--- src/design/necir_pkg.sv ---
// ----------------------------------------------------------------------------
// necir_pkg
// Shared types, constants and helper functions for the NEC IR frame decoder.
// ----------------------------------------------------------------------------
package necir_pkg;

  localparam int unsigned TS_W  = 32;
  localparam int unsigned DIV_W = 10;
  localparam int unsigned CNT_W = $clog2(TS_W);

  localparam logic [DIV_W-1:0] CYCLES_PER_US_RST = 10'd72;

  // Request types carried on req_type.
  localparam logic REQ_EDGE = 1'b0;
  localparam logic REQ_TAKE = 1'b1;

  // Interval windows in microseconds, inclusive at both ends.
  localparam logic [TS_W-1:0] LEADER_LO = 32'd12500;
  localparam logic [TS_W-1:0] LEADER_HI = 32'd14500;
  localparam logic [TS_W-1:0] REPEAT_LO = 32'd10200;
  localparam logic [TS_W-1:0] REPEAT_HI = 32'd12100;
  localparam logic [TS_W-1:0] ZERO_LO   = 32'd800;
  localparam logic [TS_W-1:0] ZERO_HI   = 32'd1500;
  localparam logic [TS_W-1:0] ONE_LO    = 32'd1750;
  localparam logic [TS_W-1:0] ONE_HI    = 32'd2800;

  localparam logic [7:0] INV_MASK = 8'hFF;

  // Edge classes reported on edge_class.
  localparam logic [2:0] CLS_LEADER  = 3'd0;
  localparam logic [2:0] CLS_REPEAT  = 3'd1;
  localparam logic [2:0] CLS_ZERO    = 3'd2;
  localparam logic [2:0] CLS_ONE     = 3'd3;
  localparam logic [2:0] CLS_INVALID = 3'd4;
  localparam logic [2:0] CLS_NONE    = 3'd5;

  // Command bytes with a key assigned.
  localparam logic [7:0] CMD_KEY1  = 8'h10;
  localparam logic [7:0] CMD_KEY2  = 8'h11;
  localparam logic [7:0] CMD_KEY3  = 8'h12;
  localparam logic [7:0] CMD_KEY4  = 8'h14;
  localparam logic [7:0] CMD_STOP  = 8'h0D;
  localparam logic [7:0] CMD_AUDIO = 8'h05;

  localparam logic [2:0] KEY_NONE  = 3'd0;
  localparam logic [2:0] KEY_1     = 3'd1;
  localparam logic [2:0] KEY_2     = 3'd2;
  localparam logic [2:0] KEY_3     = 3'd3;
  localparam logic [2:0] KEY_4     = 3'd4;
  localparam logic [2:0] KEY_STOP  = 3'd5;
  localparam logic [2:0] KEY_AUDIO = 3'd6;

  typedef enum logic [1:0] {
    ST_IDLE,
    ST_DIVIDE,
    ST_FINISH
  } state_t;

  function automatic logic in_window(input logic [TS_W-1:0] v,
                                     input logic [TS_W-1:0] lo,
                                     input logic [TS_W-1:0] hi);
    return (v >= lo) && (v <= hi);
  endfunction

  function automatic logic [2:0] map_key(input logic [7:0] cmd);
    logic [2:0] key;
    case (cmd)
      CMD_KEY1:  key = KEY_1;
      CMD_KEY2:  key = KEY_2;
      CMD_KEY3:  key = KEY_3;
      CMD_KEY4:  key = KEY_4;
      CMD_STOP:  key = KEY_STOP;
      CMD_AUDIO: key = KEY_AUDIO;
      default:   key = KEY_NONE;
    endcase
    return key;
  endfunction

endpackage

--- src/design/necir_div.sv ---
// ----------------------------------------------------------------------------
// necir_div
// Restoring serial divider: one quotient bit per cycle.
// ----------------------------------------------------------------------------
module necir_div
  import necir_pkg::*;
(
  input  logic              clk,
  input  logic              rst,
  input  logic              start,
  input  logic [TS_W-1:0]   dividend,
  input  logic [DIV_W-1:0]  divisor,
  output logic              busy,
  output logic              done,
  output logic [TS_W-1:0]   quotient
);

  logic [DIV_W-1:0] rem;
  logic [DIV_W-1:0] dvs;
  logic [TS_W-1:0]  quo;
  logic [CNT_W-1:0] cnt;
  logic [DIV_W:0]   trial;
  logic             fits;

  assign trial    = {rem, quo[TS_W-1]};
  assign fits     = trial >= {1'b0, dvs};
  assign quotient = quo;

  always_ff @(posedge clk) begin
    if (rst) begin
      busy <= 1'b0;
      done <= 1'b0;
      cnt  <= '0;
    end else begin
      done <= 1'b0;
      if (start) begin
        busy <= 1'b1;
        cnt  <= '0;
      end else if (busy) begin
        cnt <= cnt + 1'b1;
        if (cnt == CNT_W'(TS_W - 1)) begin
          busy <= 1'b0;
          done <= 1'b1;
        end
      end
    end
  end

  always_ff @(posedge clk) begin
    if (start) begin
      rem <= '0;
      quo <= dividend;
      // A divisor of zero behaves as one.
      dvs <= (divisor == '0) ? DIV_W'(1) : divisor;
    end else if (busy) begin
      if (fits) begin
        rem <= DIV_W'(trial - {1'b0, dvs});
      end else begin
        rem <= trial[DIV_W-1:0];
      end
      quo <= {quo[TS_W-2:0], fits};
    end
  end

  a_rem_below_divisor: assert property (@(posedge clk) disable iff (rst)
    busy |-> (rem < dvs))
    else $error("divider remainder reached the divisor");

  a_last_step_done: assert property (@(posedge clk) disable iff (rst)
    busy && !start && (cnt == CNT_W'(TS_W - 1)) |=> done && !busy)
    else $error("divider did not finish after the last step");

  a_done_not_busy: assert property (@(posedge clk) disable iff (rst)
    done |-> !busy)
    else $error("divider signalled done while still busy");

endmodule

--- src/design/nec_ir_frame_decoder.sv ---
// ----------------------------------------------------------------------------
// nec_ir_frame_decoder
// NEC infrared frame decoder driven by falling-edge timestamps.
//
// An edge item turns the cycles since the previous edge into microseconds with
// a serial divider that produces one quotient bit per clock; an edge item
// passes through the load, 32 divide steps, the classify-and-write step and
// the output register, while a take item goes straight to classify-and-write.
// The divider is the only long path and is reused by every edge item, and the
// block accepts one item at a time. The result waits in an output register,
// so a stalled consumer holds back only the next item's completion.
// ----------------------------------------------------------------------------
module nec_ir_frame_decoder
  import necir_pkg::*;
(
  input  logic              clk,
  input  logic              rst,
  input  logic              cfg_wr_en,
  input  logic [DIV_W-1:0]  cfg_wr_data,
  input  logic              in_valid,
  output logic              in_stall,
  input  logic              req_type,
  input  logic [TS_W-1:0]   timestamp,
  output logic              out_valid,
  input  logic              out_stall,
  output logic [2:0]        edge_class,
  output logic              frame_done,
  output logic [7:0]        last_cmd,
  output logic [2:0]        virtual_key
);

  state_t state, state_next;

  logic [DIV_W-1:0] cycles_per_us;
  logic [TS_W-1:0]  prev_edge_time;
  logic [TS_W-1:0]  frame_bits, frame_bits_next;
  logic [4:0]       bit_count, bit_count_next;
  logic             receiving, receiving_next;
  logic [7:0]       pending_cmd, pending_cmd_next;
  logic             pending_valid, pending_valid_next;
  logic [7:0]       last_command, last_command_next;
  logic             req_take;

  logic             in_accept;
  logic             out_free;
  logic             finish;
  logic             div_start;
  logic             div_busy;
  logic             div_done;
  logic [TS_W-1:0]  us;
  logic [TS_W-1:0]  bits_or;
  logic             is_zero, is_one;
  logic [2:0]       cls_next;
  logic             done_next;
  logic [2:0]       key_next;

  assign in_stall  = (state != ST_IDLE);
  assign in_accept = in_valid && !in_stall;
  assign div_start = in_accept && (req_type == REQ_EDGE);
  assign out_free  = !out_valid || !out_stall;
  assign finish    = (state == ST_FINISH) && out_free;

  necir_div u_div (
    .clk      (clk),
    .rst      (rst),
    .start    (div_start),
    .dividend (timestamp - prev_edge_time),
    .divisor  (cycles_per_us),
    .busy     (div_busy),
    .done     (div_done),
    .quotient (us)
  );

  always_ff @(posedge clk) begin
    if (rst) begin
      state <= ST_IDLE;
    end else begin
      state <= state_next;
    end
  end

  always_comb begin
    state_next = state;
    case (state)
      ST_IDLE: begin
        if (in_accept) begin
          state_next = (req_type == REQ_TAKE) ? ST_FINISH : ST_DIVIDE;
        end
      end
      ST_DIVIDE: begin
        if (div_done) begin
          state_next = ST_FINISH;
        end
      end
      ST_FINISH: begin
        if (out_free) begin
          state_next = ST_IDLE;
        end
      end
      default: state_next = ST_IDLE;
    endcase
  end

  // Classification, frame assembly and take handling, applied when the result is written.
  always_comb begin
    frame_bits_next    = frame_bits;
    bit_count_next     = bit_count;
    receiving_next     = receiving;
    pending_cmd_next   = pending_cmd;
    pending_valid_next = pending_valid;
    last_command_next  = last_command;
    cls_next           = CLS_NONE;
    done_next          = 1'b0;
    key_next           = KEY_NONE;
    is_zero            = in_window(us, ZERO_LO, ZERO_HI);
    is_one             = in_window(us, ONE_LO, ONE_HI);
    bits_or            = frame_bits | (TS_W'(is_one) << bit_count);

    if (req_take) begin
      if (pending_valid) begin
        key_next           = map_key(pending_cmd);
        pending_valid_next = 1'b0;
      end
    end else if (in_window(us, LEADER_LO, LEADER_HI)) begin
      cls_next        = CLS_LEADER;
      frame_bits_next = '0;
      bit_count_next  = '0;
      receiving_next  = 1'b1;
    end else if (in_window(us, REPEAT_LO, REPEAT_HI)) begin
      cls_next       = CLS_REPEAT;
      receiving_next = 1'b0;
    end else if (receiving) begin
      if (!is_zero && !is_one) begin
        cls_next       = CLS_INVALID;
        receiving_next = 1'b0;
        bit_count_next = '0;
      end else begin
        cls_next        = is_one ? CLS_ONE : CLS_ZERO;
        frame_bits_next = bits_or;
        if (bit_count == 5'd31) begin
          receiving_next = 1'b0;
          bit_count_next = '0;
          if (((bits_or[7:0] ^ bits_or[15:8]) == INV_MASK) &&
              ((bits_or[23:16] ^ bits_or[31:24]) == INV_MASK)) begin
            last_command_next  = bits_or[23:16];
            pending_cmd_next   = bits_or[23:16];
            pending_valid_next = 1'b1;
            done_next          = 1'b1;
          end
        end else begin
          bit_count_next = bit_count + 5'd1;
        end
      end
    end
  end

  always_ff @(posedge clk) begin
    if (rst) begin
      cycles_per_us  <= CYCLES_PER_US_RST;
      prev_edge_time <= '0;
      frame_bits     <= '0;
      bit_count      <= '0;
      receiving      <= 1'b0;
      pending_cmd    <= '0;
      pending_valid  <= 1'b0;
      last_command   <= '0;
      out_valid      <= 1'b0;
    end else begin
      if (cfg_wr_en) begin
        cycles_per_us <= cfg_wr_data;
      end
      if (div_start) begin
        prev_edge_time <= timestamp;
      end
      if (finish) begin
        frame_bits    <= frame_bits_next;
        bit_count     <= bit_count_next;
        receiving     <= receiving_next;
        pending_cmd   <= pending_cmd_next;
        pending_valid <= pending_valid_next;
        last_command  <= last_command_next;
        out_valid     <= 1'b1;
      end else if (!out_stall) begin
        out_valid <= 1'b0;
      end
    end
  end

  always_ff @(posedge clk) begin
    if (in_accept) begin
      req_take <= (req_type == REQ_TAKE);
    end
    if (finish) begin
      edge_class  <= cls_next;
      frame_done  <= done_next;
      last_cmd    <= last_command_next;
      virtual_key <= key_next;
    end
  end

  a_div_done_in_divide: assert property (@(posedge clk) disable iff (rst)
    div_done |-> (state == ST_DIVIDE))
    else $error("divider finished outside the divide state");

  a_divide_keeps_divider_busy: assert property (@(posedge clk) disable iff (rst)
    (state == ST_DIVIDE) |-> (div_busy || div_done))
    else $error("sequencer waits on an idle divider");

  a_pending_cleared_by_take: assert property (@(posedge clk) disable iff (rst)
    $fell(pending_valid) |-> $past(finish && req_take))
    else $error("pending command dropped without a take item");

endmodule
--- config.mk ---
export PLATFORM = sky130hd
export DESIGN_NAME = nec_ir_frame_decoder
export DESIGN_NICKNAME = d
export VERILOG_FILES = /design/src/design/necir_pkg.sv /design/src/design/necir_div.sv /design/src/design/nec_ir_frame_decoder.sv
export SDC_FILE = /design/constraint.sdc
export NUM_CORES = 1
export LEC_CHECK = 0
export ABC_AREA = 1
export BUFFER_PORTS_ARGS = -buffer_cell sky130_fd_sc_hd__buf_2
export CAP_MARGIN = 20
export CORE_MARGIN = 8
export CORE_UTILIZATION = 55
export DETAILED_ROUTE_END_ITERATION = 8
export PLACE_DENSITY_LB_ADDON = 0.08
export RECOVER_POWER = 50
export SLEW_MARGIN = 10
export SYNTH_ARGS = -nofsm -noshare
export SYNTH_HDL_FRONTEND = slang
export SYNTH_SLANG_ARGS = --single-unit
--- constraint.sdc ---
create_clock -name clk -period 3.82 [get_ports clk]
set_input_delay 0.764 -clock clk [delete_from_list [all_inputs] [get_ports clk]]
set_output_delay 0.764 -clock clk [all_outputs]
set_load 0.02 [all_outputs]
; ---- Yosys cells after proc, flatten, opt, wreduce, memory -nomap -nowiden
; Cells that the tools add are included.
[op_classes]
n_addsub = 4
bitwise_logic = 11
eq_ne = 21
magnitude_cmp = 9
n_shift = 1
mux = 49
n_reduce_logical = 34
[ops]
columns = operator, count
row1 = two-way mux 32 bit, 6
row2 = >= comparator 32 x 14 -> 1 bit (second input constant), 2
row3 = <= comparator 32 x 14 -> 1 bit (second input constant), 2
row4 = two-way mux 8 bit, 7
row5 = equality test 8 x 5 -> 1 bit (second input constant), 4
row6 = >= comparator 32 x 10 -> 1 bit (second input constant), 1
row7 = >= comparator 32 x 11 -> 1 bit (second input constant), 1
row8 = <= comparator 32 x 11 -> 1 bit (second input constant), 1
row9 = <= comparator 32 x 12 -> 1 bit (second input constant), 1
row10 = OR 32 bit, 1
row11 = left shift 1 x 5 -> 32 bit, 1
row12 = subtractor 32 bit, 1
row13 = two-way mux 5 bit, 5
row14 = two-way mux 1 bit, 20
row15 = case mux 3 bit (6 select lines), 1
row16 = equality test 8 bit (second input constant), 2
row17 = bitwise XOR 8 bit, 2
row18 = != test 2 bit (second input constant), 7
row19 = two-way mux 3 bit, 4
row20 = nonzero test 2 bit, 6
row21 = >= comparator 11 x 10 -> 1 bit, 1
row22 = adder 5 x 1 -> 5 bit (second input constant), 2
row23 = equality test 5 bit (second input constant), 2
row24 = logical NOT 10 bit, 1
row25 = 24 further kinds, 48
[totals]
input_bits = 48
out_inout_bits = 17
ff_bits = 175

; ---- Logic depth before layout (Yosys ltp)
; Gate-level depths: netlist of the first run.
[logic_depth]
word_depth = 14
depth_mapped = 24
ltp_nobuf = 23

; ---- Hierarchy
; A second synthesis of the first run with hierarchy kept.
[hier_totals]
cells_unflattened = 1490
hier_area_um2 = 10596.4
[by_module_without_submodules]
columns = mod, n_inst, area_each_um2, cells_per_inst
row1 = nec_ir_frame_decoder, 1, 7478.4, 1112
row2 = necir_div, 1, 3118.0, 378

; ---- Worst setup path before layout of the first run
; No wires, ideal clock.
[synth_path]
kind = in2reg
from = input port out_stall
to = register frame_bits[27]
arrival_ps = 3496
setup_time_ps = 71
slack_ps = 254
path_buffers = 1
cell_stages = 8
required_time_ps = 3749
path_cell_list = nand2_1 inv_1 nor3_1 inv_1 nor2_1 clkbuf_1 nand2_1 a21oi_1
[synth_via]
elab_chain_cells = 4
[synth_rtl]
columns = item, line
row1 = start: declaration, nec_ir_frame_decoder.sv:25  ; input logic out_stall,
row2 = logical NOT 1 bit, n/a
row3 = logical OR 1 bit, nec_ir_frame_decoder.sv:60  ; assign out_free = !out_valid || !out_stall;
row4 = logical AND 1 bit, nec_ir_frame_decoder.sv:61  ; assign finish = (state == ST_FINISH) && out_free;
row5 = net finish, nec_ir_frame_decoder.sv:46  ; logic finish;
row6 = AND reduction 5 bit (no source line), n/a
row7 = end signal: assignment, nec_ir_frame_decoder.sv:176  ; frame_bits <= frame_bits_next;
row8 = end: declaration, nec_ir_frame_decoder.sv:36  ; logic [TS_W-1:0] frame_bits, frame_bits_next;
; The timed path passes the listed nets, and every way through them passes these cells.
; A chain may end at the register's enable or synchronous reset.

; ---- Worst setup path in the final report of the first run
[layout_path]
from = register u_div.quo[1], in the netlist u_div.quotient[1]
to = register last_command[0]
[layout_via]
elab_chain_cells = 14
[layout_rtl]
columns = item, line
row1 = start: declaration, necir_div.sv:20  ; logic [TS_W-1:0] quo;
row2 = start signal: assignment, necir_div.sv:52  ; quo <= dividend;
row3 = start signal: assignment, necir_div.sv:61  ; quo <= {quo[TS_W-2:0], fits};
row4 = >= comparator 32 x 11 -> 1 bit / <= comparator 32 x 12 -> 1 bit (equally long branches), necir_pkg.sv:62  ; return (v >= lo) && (v <= hi);
row5 = logical AND 1 bit, necir_pkg.sv:62
row6 = left shift 1 x 5 -> 32 bit, nec_ir_frame_decoder.sv:117  ; bits_or = frame_bits | (TS_W'(is_one) << bit_count);
row7 = OR 32 bit, nec_ir_frame_decoder.sv:117
row8 = bitwise XOR 8 bit (on tied branches), "nec_ir_frame_decoder.sv:143, nec_ir_frame_decoder.sv:144"
row9 = equality test 8 bit (on tied branches), "nec_ir_frame_decoder.sv:143, nec_ir_frame_decoder.sv:144"
row10 = logical AND 1 bit, nec_ir_frame_decoder.sv:143  ; if (((bits_or[7:0] ^ bits_or[15:8]) == INV_MASK) &&
row11 = two-way mux 8 bit, nec_ir_frame_decoder.sv:143
row12 = two-way mux 8 bit, nec_ir_frame_decoder.sv:140  ; if (bit_count == 5'd31) begin
row13 = two-way mux 8 bit, nec_ir_frame_decoder.sv:133  ; if (!is_zero && !is_one) begin
row14 = two-way mux 8 bit, nec_ir_frame_decoder.sv:132  ; end else if (receiving) begin
row15 = two-way mux 8 bit, nec_ir_frame_decoder.sv:129  ; end else if (in_window(us, REPEAT_LO, REPEAT_HI)) begin
row16 = two-way mux 8 bit (*), nec_ir_frame_decoder.sv:124  ; end else if (in_window(us, LEADER_LO, LEADER_HI)) begin
row17 = two-way mux 8 bit (*), nec_ir_frame_decoder.sv:119  ; if (req_take) begin
row18 = end signal: assignment, nec_ir_frame_decoder.sv:181  ; last_command <= last_command_next;
row19 = end: declaration, nec_ir_frame_decoder.sv:41  ; logic [7:0] last_command, last_command_next;
; Every way passes the cells marked *; elsewhere a longest branch is shown, timed or not.

==> flow_summary.yaml, run 1 <==
drt:
  drt_first_pass_iters: 5
  wl_per_cell_um: 14.6
  via_count: 9321
  drtAntennaViolNets: 0
  drt_iter0_markers: 653
  drc: 0
  wl_um: 25200
  viasPerCell: 5.39
clocking:
  clock_latency_ps: 440
  clk_path_buf_depth: 2
  cts-root-buf: "clkbuf_16"
  ctsResizeCount: 0
  clkTransAtPathRegs_ps: 80
  cts.hold.buffers_added: 0
  numClockSinks: 175
  cts_tree: "done"
  htreeDepth: 4
  cts_setup_buffers: 0
  cts_made_buffers: 17
power_and_ir_drop:
  leakagePower_nw: 4.87
  powerDensity_nw_per_um2: 431
  power.total_mw: 4.99
  ir_drop_v: 0.000327
floorplanning:
  start_util_pct: 56.1
  die_y_um: 154
  die_area_sq_um: 23800
  io_pins: 65
  core_area_sq_um: 18800
  die_w_um: 154
  rows: 50
sta:
  slew-limit-headroom_pct: -48.9
  finalCritPeriodShare_pct: 87.6
  setup_viol: 0
  fin_skew_ps: 19.9
  tns_ps: 0
  timing.final.max_slew_violations: 216
  worst_pin_slew_ps: 2230
  hold_ws_ps: 442
  final_hold_viol_count: 0
  post-route-min-period_ps: 3350
  fmax_ghz: 0.299
  rsz0062_at_grt: "false"
final_layout:
  final_cell_mix: "282 x nand2_1, 189 x inv_1, 139 x a21oi_1"
  nNetsFinal: 1576
  num_antenna_cells: 0
  final_layout_size_suffix_gt1_share_pct: 11.0
  final_cells: 1728
  area_growth_pct: 9.90
  fill_cells: 1772
  mostFrequentLayoutCell: "nand2_1"
yosys:
  ys.warnings.count: 0
  synth-edff-count: 58
  async_flop_share_pct: 0
  ys.flop_type: "dfxtp_1"
  yosysSeqAreaShare_pct: 38.8
  avgSynthCellArea_sq_um: 7.31
  synth_cell_type_count: 58
  syn-cell-area_sq_um: 10500
  ys_ff_latch: 175
  netlist_instances: 1439
  syn_nets: 1534
grt:
  antenna_found_initial: 0
  grt_pass1_vias: 8725
  grt_max_degree: 57
  grtUsageTotal_pct: 21.4
  grt_pass1_wl_um: 42600
  grt_overflow_total: 0
status:
  status: "finished, violations left"
  violations: "capacitance limit, slew limit"
flow_run:
  cap_viol_max_count: 5
worst_setup_path:
  critical_path_arrival_ps: 3670
  cp-start-kind: "register"
  cp.required_ps: 4140
  crit_path_max_fanout: 8
  critPathKind: "reg -> reg"
  cp-end-kind: "register"
worst_hold_path:
  hold_path.class: "reg -> reg"
placed_design:
  routabilityCongestion: 0.923
  port_buffers: 64
  place_hpwl_um: 19000
  dp.cells: 1696
registers in the layout, summed over array words and instances, names as in the netlist, 10 cells and up:
signal	flops
cycles_per_us	10
u_div.dvs	10
frame_bits	32
u_div.quotient	32
u_div.rem	10
prev_edge_time	32
path summary, 6_finish.rpt:
check / start / slack, ps / cells past startpoint / endpoint
min: cycles_per_us[3] / 440 / 0 / u_div.dvs[3]
max reg2reg: u_div.quotient[1] / 470 / 19 / last_command[0]
max: u_div.quotient[1] / 470 / 19 / last_command[0]
min reg2reg: cycles_per_us[3] / 440 / 0 / u_div.dvs[3]
worst max-delay path, stage by stage, from the launching register on:
cell      delay, ps
edfxtp_1        430
or2_2           380
nor2_1          130
nand3_2         110
nand2_4         130
nand3_4         150
nor2_8          190
nand3_2          70
nand2_1         110
inv_2            40
nand2_1         100
nand2_1          60
nor2_1          120
nand2_1          60
nor2_1           90
nand3_1         110
nor2_1          150
nand3_1         290
nor2_1          390
nor2_1           90
report_power, final:
part	internal [mW]	total [mW]	switching, mW
sequential	2.09	2.18	0.0950
combinational	0.373	1.04	0.667
clock	0.892	1.77	0.875
metrics by stage:
stage / util, % / area (sq um) / setup slack, ps
2_1_floorplan: - / 10500 / 254
3_3_place_gp: 58.7 / 11000 / 420
3_5_place_dp: 58.7 / 11000 / 348
4_1_cts: 62.0 / 11600 / 556
5_1_grt: 61.6 / 11600 / 184
6_report: 61.6 / 11600 / 473
final cells by class:
cell class | instances | area, sq um | area share (%)
tap | 234 | 293 | 2.53
sequential | 175 | 4080 | 35.3
clock inverter | 15 | 183 | 1.58
clock buffer | 17 | 425 | 3.68
inverter | 206 | 773 | 6.68
multi-input combinational | 1004 | 5450 | 47.1
timing repair buffer | 77 | 364 | 3.15
synth_stat cells (3+ instances only):
library cell,n,share of area [%]
nor4_1,8,0.48
clkinv_1,3,0.11
edfxtp_1,58,17
nor2_2,5,0.30
o211ai_1,10,0.71
xnor2_1,6,0.50
xor2_1,17,1.4
nand3_2,8,0.76
o21bai_1,9,0.64
nand4_1,26,1.5
o21a_1,6,0.43
nand3_1,52,2.5
nand4_2,4,0.48
o41ai_1,3,0.25
nor3_1,46,2.2
o21ai_1,8,0.38
or2_2,13,0.77
buf_2,4,0.19
o21ai_0,102,4.9
nor2_1,136,4.9
o22ai_1,8,0.48
a21oi_1,139,6.6
inv_1,190,6.8
a21o_1,3,0.21
nor2_4,5,0.53
a31oi_1,8,0.48
nand2_4,4,0.43
nand2_2,16,0.95
nand2_1,282,10
inv_2,13,0.46
clkbuf_1,47,1.7
ha_1,45,5.3
nand3_4,3,0.50
dfxtp_1,117,22
a211oi_1,3,0.21
cell families (layout without fill, tap and decap cells):
| kind of cell | Yosys count | after routing | synth area share, % |
|---|---|---|---|
| and+or+nand+nor | 617 | 617 | 27.2 |
| AOI/OAI and AO/OA | 317 | 317 | 16.9 |
| buffers and inverters | 260 | 315 | 9.46 |
| DFF | 175 | 175 | 38.8 |
| adders and majority gates | 47 | 47 | 5.73 |
| xor gates and xnor gates | 23 | 23 | 1.91 |
routing by layer:
layer / routed length [um] / vias up / track usage (%)
li1: - / 4886 / -
met2: 11000 / 194 / 33.4
met5: 0 / - / 0
met4: 255 / 0 / 5.51
met3: 1160 / 22 / 3.57
met1: 12800 / 4219 / 30.3
Power figures use the tool's default switching activity.
==> inputs of run 2 (changes only) <==
--- a/config.mk
+++ b/config.mk
@@ -6,7 +6,7 @@
 export NUM_CORES = 1
 export LEC_CHECK = 0
 export ABC_AREA = 1
-export BUFFER_PORTS_ARGS = -buffer_cell sky130_fd_sc_hd__buf_2
+export BUFFER_PORTS_ARGS = -buffer_cell sky130_fd_sc_hd__buf_4
 export CAP_MARGIN = 20
 export CORE_MARGIN = 8
 export CORE_UTILIZATION = 55
==> flow_summary.yaml, run 2 (synthesis results as in run 1) <==
final_layout:
  final_cell_mix: "282 x nand2_1, 188 x inv_1, 139 x a21oi_1"
  nNetsFinal: 1574
  final_layout_size_suffix_gt1_share_pct: 11.4
  final_cells: 1726
  mostFrequentLayoutCell: "nand2_1"
  fill_cells: 1778
  num_antenna_cells: 0
  area_growth_pct: 11.3
clocking:
  numClockSinks: 175
  cts_made_buffers: 17
  cts-root-buf: "clkbuf_16"
  htreeDepth: 4
  clk_path_buf_depth: 2
  clock_latency_ps: 440
  cts.hold.buffers_added: 0
  cts_tree: "done"
  clkTransAtPathRegs_ps: 80
  ctsResizeCount: 0
  cts_setup_buffers: 0
drt:
  drt_iter0_markers: 515
  drtAntennaViolNets: 0
  drt_first_pass_iters: 5
  via_count: 9458
  viasPerCell: 5.48
  drc: 0
  wl_per_cell_um: 14.8
  wl_um: 25600
sta:
  finalCritPeriodShare_pct: 87.7
  fmax_ghz: 0.298
  timing.final.max_slew_violations: 187
  setup_viol: 0
  final_hold_viol_count: 0
  rsz0062_at_grt: "false"
  worst_pin_slew_ps: 2410
  slew-limit-headroom_pct: -60.4
  fin_skew_ps: 13.4
  tns_ps: 0
  post-route-min-period_ps: 3350
power_and_ir_drop:
  leakagePower_nw: 4.93
  ir_drop_v: 0.000313
  powerDensity_nw_per_um2: 434
grt:
  grt_overflow_total: 0
  grt_max_degree: 102
  grtUsageTotal_pct: 21.6
  grt_pass1_vias: 9037
  grt_pass1_wl_um: 43000
  antenna_found_initial: 0
worst_setup_path:
  cp-start-kind: "register"
  cp.required_ps: 4060
  cp-end-kind: "register"
  critPathKind: "reg -> reg"
  critical_path_arrival_ps: 3590
  reg2reg_depth: 6
  crit_path_max_fanout: 50
floorplanning:
  rows: 50
  die_area_sq_um: 23800
  core_area_sq_um: 18800
  start_util_pct: 56.1
  die_y_um: 154
  die_w_um: 154
  io_pins: 65
worst_hold_path:
  min_path_cells: 0
  hold_path.class: "reg -> reg"
placed_design:
  port_buffers: 64
  place_hpwl_um: 18900
  routabilityCongestion: 0.926
  dp.cells: 1694
flow_run:
  cap_viol_max_count: 3
status:
  status: "finished, violations left"
  violations: "capacitance limit, slew limit"
[run 2: cell count changes in the layout (fill, tap and decap cells not counted)]
| cell | previous run | this run |
|---|---|---|
| buf_4 | 5 | 52 |
| buf_2 | 45 | 0 |
| clkbuf_1 | 27 | 21 |
| clkinv_8 | 5 | 7 |
| inv_6 | 5 | 3 |
| bufinv_16 | 0 | 1 |
| clkbuf_2 | 0 | 1 |
| clkbuf_4 | 0 | 1 |
| clkinv_2 | 1 | 0 |
| clkinvlp_4 | 0 | 1 |
| inv_1 | 189 | 188 |
| inv_12 | 2 | 1 |
| inv_2 | 13 | 14 |
[run 2: worst max-delay path, cell delays in order (launching register included)]
cell,delay [ps]
dfxtp_1,340
nor2_1,130
inv_1,90
nor3_1,260
clkbuf_1,1760
o21ai_0,340
o22ai_1,230
[run 2: per-stage QoR]
stage | setup slack, ps | hold WS (ps) | utilization [%] | power, mW | cell area [sq um]
floorplan | 254 | 433 | - | 3.00 | 10500
global placement | 392 | 420 | 59.5 | 3.27 | 11200
detailed placement | 307 | 421 | 59.5 | 3.28 | 11200
CTS | 539 | 440 | 62.9 | 5.11 | 11800
global route | 117 | 463 | 62.4 | 5.36 | 11700
finish | 469 | 443 | 62.4 | 5.08 | 11700
[run 2: path summary, 6_finish.rpt]
check                         from                 to  slack (ps)
setup / recovery          state[1]  u_div.quotient[6]         470
hold / removal    cycles_per_us[3]       u_div.dvs[3]         440
setup reg to reg          state[1]  u_div.quotient[6]         470
hold reg to reg   cycles_per_us[3]       u_div.dvs[3]         440
[run 2: cell type report]
type | instances | area (sq um) | area share [%]
Clock buffer | 17 | 425 | 3.63
Clock inverter | 15 | 214 | 1.83
Inverter | 206 | 773 | 6.60
Multi-Input combinational cell | 1004 | 5450 | 46.5
Sequential cell | 175 | 4080 | 34.9
Tap cell | 234 | 293 | 2.50
Timing Repair Buffer | 75 | 482 | 4.11
[run 2: report_power, final]
group | internal, mW | switching (mW)
Combinational | 0.387 | 0.678
Clock | 0.957 | 0.881
Sequential | 2.09 | 0.0931
Total | 3.43 | 1.65
[run 2: layer usage]
| metal | GRT usage, % | part of all wire [%] |
|---|---|---|
| met5 | 0 | 0 |
| met1 | 28.8 | 48 |
| met4 | 6.11 | 1.1 |
| met3 | 4.15 | 5.7 |
| met2 | 35.1 | 45 |
==> inputs of run 3 (changes only) <==
==> constraint.sdc (replaced) <==
create_clock -name clk -period 4.3 [get_ports clk]
set_input_delay 0.86 -clock clk [delete_from_list [all_inputs] [get_ports clk]]
set_output_delay 0.86 -clock clk [all_outputs]
set_load 0.02 [all_outputs]
==> flow_summary.yaml, run 3 (synthesis results as in run 1) <==
final_layout:
  mostFrequentLayoutCell: "nand2_1"
  final_layout_size_suffix_gt1_share_pct: 11.2
  final_cells: 1724
  fill_cells: 1760
  nNetsFinal: 1572
  final_cell_mix: "282 x nand2_1, 188 x inv_1, 139 x a21oi_1"
  num_antenna_cells: 0
  finish.utilization_pct: 62.3
  area_growth_pct: 11.1
drt:
  drt_first_pass_iters: 5
  via_count: 9362
  drt_iter0_markers: 737
  drtAntennaViolNets: 0
  drc: 0
  wl_per_cell_um: 14.5
  wl_um: 24900
  viasPerCell: 5.43
flow_run:
  cap_viol_max_count: 3
worst_setup_path:
  reg2reg_to: "last_command[0]"
  critPathKind: "in -> reg"
  worstReg2RegStart: "u_div.quotient[15]"
  cp.required_ps: 4590
  path_cells: "clkbuf_1, clkinv_1, clkbuf_2, o21ai_0, a21oi_1"
  reg2reg_slack_ps: 890
  crit_family: "buffers and inverters"
  cp.buffers_inverters: 3
  path_depth: 5
  cpPeakStageDelay_ps: 1220
  crit_path_max_fanout: 34
  reg2reg_depth: 20
  cp-start-kind: "input port"
  cp-end-kind: "register"
  cp_slowest_cell: "clkbuf_1"
  critical_path_arrival_ps: 3970
sta:
  tns_ps: 0
  post-route-min-period_ps: 3680
  fmax_ghz: 0.272
  rsz0062_at_grt: "false"
  final_hold_viol_count: 0
  finalCritPeriodShare_pct: 85.5
  setup_viol: 0
  slew-limit-headroom_pct: -50.3
  fin_skew_ps: 16.8
  timing.final.max_slew_violations: 119
  worst_pin_slew_ps: 2250
status:
  status: "finished, violations left"
  violations: "capacitance limit, slew limit"
power_and_ir_drop:
  powerDensity_nw_per_um2: 384
  leakagePower_nw: 4.92
  ir_drop_v: 0.000262
placed_design:
  routabilityCongestion: 0.901
  dp.cells: 1692
  port_buffers: 64
  place_hpwl_um: 18900
worst_hold_path:
  hold_path.class: "reg -> reg"
  hold_end: "u_div.dvs[3]"
  min_path_cells: 0
  hold_path.startpoint: "cycles_per_us[3]"
grt:
  grtUsageTotal_pct: 21.3
  grt_pass1_wl_um: 42300
  grt_max_degree: 59
  grt_pass1_vias: 8669
  antenna_found_initial: 0
  grt_overflow_total: 0
clocking:
  ctsResizeCount: 0
  cts_made_buffers: 17
  htreeDepth: 4
  clk_path_buf_depth: 2
  cts-root-buf: "clkbuf_16"
  clock_latency_ps: 430
  numClockSinks: 175
  cts.hold.buffers_added: 0
  clkTransAtPathRegs_ps: 70
  cts_tree: "done"
  cts_setup_buffers: 0
floorplanning:
  die_y_um: 154
  rows: 50
  start_util_pct: 56.1
  die_area_sq_um: 23800
  die_w_um: 154
  io_pins: 65
  core_area_sq_um: 18800
run 3: changes by cell type in the layout (fill, tap and decap cells not counted), sizes merged:
cell / before / now
buf: 52 / 49
clkinv: 12 / 11
clkbuf: 40 / 41
clkinvlp: 1 / 0
inv: 207 / 209
run 3: worst max path at each step:
stage	slack, ps	from	to
2_1_floorplan	640	out_stall	frame_bits[27]
3_3_place_gp	770	timestamp[0]	u_div.quotient[24]
3_5_place_dp	740	timestamp[0]	u_div.quotient[24]
4_1_cts	960	u_div.quotient[15]	last_cmd[1]
5_1_grt	330	rst	prev_edge_time[30]
6_report	620	rst	prev_edge_time[30]
run 3: metal layers:
layer / global-route usage [%] / vias up / wire (um)
met4: 5.18 / 0 / 325
met1: 30.1 / 4254 / 12400
met5: 0 / - / 0
met3: 3.68 / 22 / 1370
li1: - / 4870 / -
met2: 33.0 / 216 / 10900
run 3: cell type report:
| type | instances | area [sq um] | area share [%] |
|---|---|---|---|
| well taps | 234 | 293 | 2.50 |
| clock buffers | 17 | 425 | 3.64 |
| multi-input cells | 1004 | 5450 | 46.6 |
| clock inverters | 15 | 208 | 1.78 |
| flip-flops and latches | 175 | 4080 | 34.9 |
| inverters | 206 | 773 | 6.61 |
| repair buffers | 73 | 463 | 3.96 |
run 3: power by group:
group | internal (mW) | switching [mW]
Sequential | 1.85 | 0.0847
Combinational | 0.341 | 0.595
Clock | 0.852 | 0.764
run 3: through the flow:
step / hold WS, ps / area, sq um / worst slack [ps] / total power, mW
2_1_floorplan: 433 / 10500 / 638 / 2.66
3_3_place_gp: 424 / 11200 / 775 / 2.90
3_5_place_dp: 429 / 11200 / 741 / 2.91
4_1_cts: 446 / 11800 / 956 / 4.53
5_1_grt: 458 / 11700 / 330 / 4.74
6_report: 447 / 11700 / 622 / 4.49
